**config.mk**
```make
export PLATFORM = sky130hd
export DESIGN_NAME = mqts_min_unit
export DESIGN_NICKNAME = d
export VERILOG_FILES = /design/src/rtl/min_queue_two_stacks_top_defines.svh /design/src/rtl/mqts_min_unit.sv
export SDC_FILE = /design/constraint.sdc
export NUM_CORES = 1
export LEC_CHECK = 0
export ABC_AREA = 1
export BUFFER_PORTS_ARGS = -buffer_cell sky130_fd_sc_hd__buf_2
export CAP_MARGIN = 20
export CORE_ASPECT_RATIO = 0.75
export CORE_MARGIN = 5
export CORE_UTILIZATION = 47
export DETAILED_ROUTE_END_ITERATION = 10
export GPL_TIMING_DRIVEN = 0
export PLACE_DENSITY = 0.9
export SKIP_LAST_GASP = 1
export SLEW_MARGIN = 20
export SYNTH_ARGS = -nofsm -noshare
export SYNTH_HDL_FRONTEND = slang
export SYNTH_SLANG_ARGS = --single-unit
```
**constraint.sdc**
```tcl
create_clock -name vclk -period 2.65
set_input_delay 0.1325 -clock vclk [all_inputs]
set_output_delay 0.1325 -clock vclk [all_outputs]
set_load 0.01 [all_outputs]
```
**src/rtl/min_queue_two_stacks_top_defines.svh**
```systemverilog
// ---------------------------------------------------------------------------
// min_queue_two_stacks_top_defines
// Assertion macros shared by the min queue RTL.
// ---------------------------------------------------------------------------
`ifndef MIN_QUEUE_TWO_STACKS_TOP_DEFINES_SVH
`define MIN_QUEUE_TWO_STACKS_TOP_DEFINES_SVH

// same-cycle implication, checked outside reset
`define MQTS_ASSERT_IMP(lbl, clk, rst, ante, cons, msg) \
  lbl: assert property (@(posedge clk) disable iff (rst) (ante) |-> (cons)) else $error(msg);

// next-cycle implication, checked outside reset
`define MQTS_ASSERT_NEXT(lbl, clk, rst, ante, cons, msg) \
  lbl: assert property (@(posedge clk) disable iff (rst) (ante) |=> (cons)) else $error(msg);

`endif

```
**src/rtl/mqts_min_unit.sv**
```systemverilog
// ---------------------------------------------------------------------------
// mqts_min_unit
// Shared signed 32-bit compare and select, used by push, transfer and min.
// ---------------------------------------------------------------------------
module mqts_min_unit (
  input  logic signed [31:0] a,
  input  logic signed [31:0] b,
  output logic signed [31:0] y
);

  assign y = (b < a) ? b : a;

endmodule

```
Word-level counts from Yosys, hierarchy flattened

Index checks and enable logic that the tools add are counted.

Input bits: 64
Register bits: 0
Output and inout bits: 32
Word-level logic and storage cells: 2

Magnitude comparators: 1
Mux-type cells: 1

Operators with widths:

| operator       | count |
|---|---|
| $lt A32 B32 Y1 | 1 |
| $mux W32       | 1 |

Longest topological paths before layout

Depth after elaboration: 2
Mapped depth: 16
Depth with buffers taken out: 15

Worst setup path before layout

OpenSTA, ideal clock, no wires.

Path kind: input-to-output
From: in a[5]
To: out y[10]
Path buffers: 1
Arrival time: 1.485 ns
Required time: 2.518 ns
Stages on the path: 14
Setup slack: 1.032 ns
Cells stage by stage: inv_1 -> ha_1 -> a21oi_1 -> nor2_1 -> nor3_1 -> nand2_1 -> nand2_1 -> nand2_1 -> nand2_1 -> nand2_2 -> nand2_2 -> buf_2 -> nand3_1 -> nand2_1

Word-level cells in the longest chain between the ends: 2

RTL lines:

| element         | line                | RTL |
|---|---|---|
| start, declared | mqts_min_unit.sv:6  | `input logic signed [31:0] a,` |
| $lt A32 B32 Y1  | mqts_min_unit.sv:11 | `assign y = (b < a) ? b : a;` |
| $mux W32        | mqts_min_unit.sv:11 |  |
| end, declared   | mqts_min_unit.sv:8  | `output logic signed [31:0] y` |

Every way passes these cells.

Worst setup path in the final report

From: in a[5]
To: out y[1]

Same word-level chain as after synthesis.

==> results.md <==
* Antenna violations before repair at 0
* Period utilization at 77.4%
* Setup Slack @ Placement at 619 ps
* Slew HR at 86.8%
* Diode count at 0
* Syn_nets at 341
* Drt first-iter violations at 109
* Largest net degree at the start of global routing at 11
* Outcome: completed
* PD cells at 259 mW/mm2
* Dominant cell type by area after synthesis: ha_1
* Worst-path fanout max at 10
* First-pass GRT wire length at 7110 um
* HPWL after detailed placement at 3680 um
* Ports at 96
* Core area at 0.00287 mm2
* RSZ-0062 raised after global routing: no
* Port bufs at 96
* Post-CTS Resized at 0
* Critical Path RT at 2520 ps
* Post-synth cell types at 15
* Leak at 1.29 nW
* Synth area leaders: ha_1 28%, nand3_1 24%, nand2_1 17%
* Drt pass-1 iters at 5
* Logic pwr share at 100.0%
* Int Pwr at 0.212 mW
* Hold_buf cts at 0
* Peak VDD IR at 0.126 mV
* Worst EP arrival at 1920 ps
* Part of the power in the clock network at 0%
* Maxcap violations at 0
* Share of the synthesized area in the top cell type at 28.4%
* Total track usage at 20.0%
* Grt total ovfl at 0
* Rows at 17
* Die Y at 56.7 um
* Slew of the pin with the lowest slew margin at 198 ps
* Seq_cells at 0
* Startpoint types: primary input
* Die area at 0.00410 mm2
* Vias at 1,958
* Fillers at 282
* Number of global-route vias before repair at 1,731
* Fmax achieved at 487 MHz
* Synth warn at 0
* Sw Pwr at 0.279 mW
* Share of post-route cells with drive strength above 1 at 32.7%
* DRC at 0
* Postcts setup bufs at 0
* Register area at 0 um2
* Routed Antenna Nets at 0
* Kind of critical path: primary input to output pin
* Post-layout min period at 2050 ps
* Syn Inst Count at 246
* Slew Viols, Final at 0
* Initial core utilization at 47.6%
* GPL Wtd Cong at 0.844
* Avg Vias per Cell at 5.15
* WL per Instance at 11.3 um
* Setup crit end kind: output pin
* Nets at 439
* Final-layout clock buffer total at 0
* Wirelength, routed at 4310 um
* Area Growth Syn to Fin at 38.6%
* Avg Cell Area, Syn at 5.56 um2
* Setup ws final at 599 ps
* Final setup TNS at 0 ps
* Mapped cell area at 0.00137 mm2
* Sequential share of power at 0%
* Sequential area share after synthesis at 0%
* Width of the chip at 72.3 um
* Final setup fails at 0
* Hold Fails Final Rpt at 0
* Switching Fraction at 56.8%
* Path category of the worst min-delay check: primary input to output pin
-- per-stage QoR --
stage          cells  utilization, %  hold WS, ps  power (mW)  area, um2
2_1_floorplan    246               -          400       0.301       1370
3_3_place_gp     380            66.0          577       0.478       1900
3_5_place_dp     380            66.0          586       0.491       1900
4_1_cts          380            66.0          588       0.493       1900
5_1_grt          380            66.0          607       0.552       1900
6_report         380            66.0          584       0.492       1900
-- Yosys cell counts, drive strengths merged --
cell type   n
o21ai       6
nand3      66
buf        12
inv        40
nor2        9
nor3        2
nand4       1
a21oi      14
nand2      65
ha         31
-- logic make-up (layout without fill, tap and decap cells) --
family                     count (synthesis)  in the layout  share of synthesized area (%)
AOI/OAI and AO/OA                         20             20                           7.59
adders and majority gates                 31             31                           28.4
buffers and inverters                     52            148                           17.8
and+or+nand+nor                          143            143                           46.2
-- layer usage --
metal,vias to the layer above,part of all wire [%],global-route usage (%)
li1,1007,-,-
met1,847,43,26.9
met2,94,45,35.1
met3,10,11,1.97
met4,0,0.95,1.61
met5,-,0,0
-- power by group through the flow --
stage	logic, mW	clock network, mW	registers (mW)
after floorplan	0.301	0	0
after global placement	0.478	0	0
after detailed placement	0.491	0	0
after CTS	0.493	0	0
after global routing	0.552	0	0
final	0.492	0	0
-- critical path, stage by stage --
cell     delay [ps]
buf_2            90
inv_1            40
ha_1            290
a21oi_1         160
nor2_1           50
nor3_1          130
nand2_1          70
nand2_1          60
nand2_1          60
nand2_1         110
nand2_2          90
nand2_2         100
buf_2           220
nand3_1         110
nand2_1          80
buf_2           130
-- cells in the final DEF (no fill, tap or decap), drive strengths merged --
master,instances
a21oi,14
nand2,65
o21ai,6
nand3,66
buf,108
nor3,2
nand4,1
ha,31
nor2,9
inv,40
-- area by class of cell --
type | instances | area, um2 | share of cell area (%)
tap | 38 | 47.5 | 2.51
inverter | 40 | 150 | 7.92
buffer | 12 | 93.8 | 4.95
multi-input combinational | 194 | 1120 | 59.3
timing repair buffer | 96 | 480 | 25.3
-- worst paths after layout --
kind | to | from | slack (ps) | depth (start not counted)
min | y[5] | a[5] | 580 | 4
max | y[1] | a[5] | 600 | 16
Power figures use the tool's default switching activity.
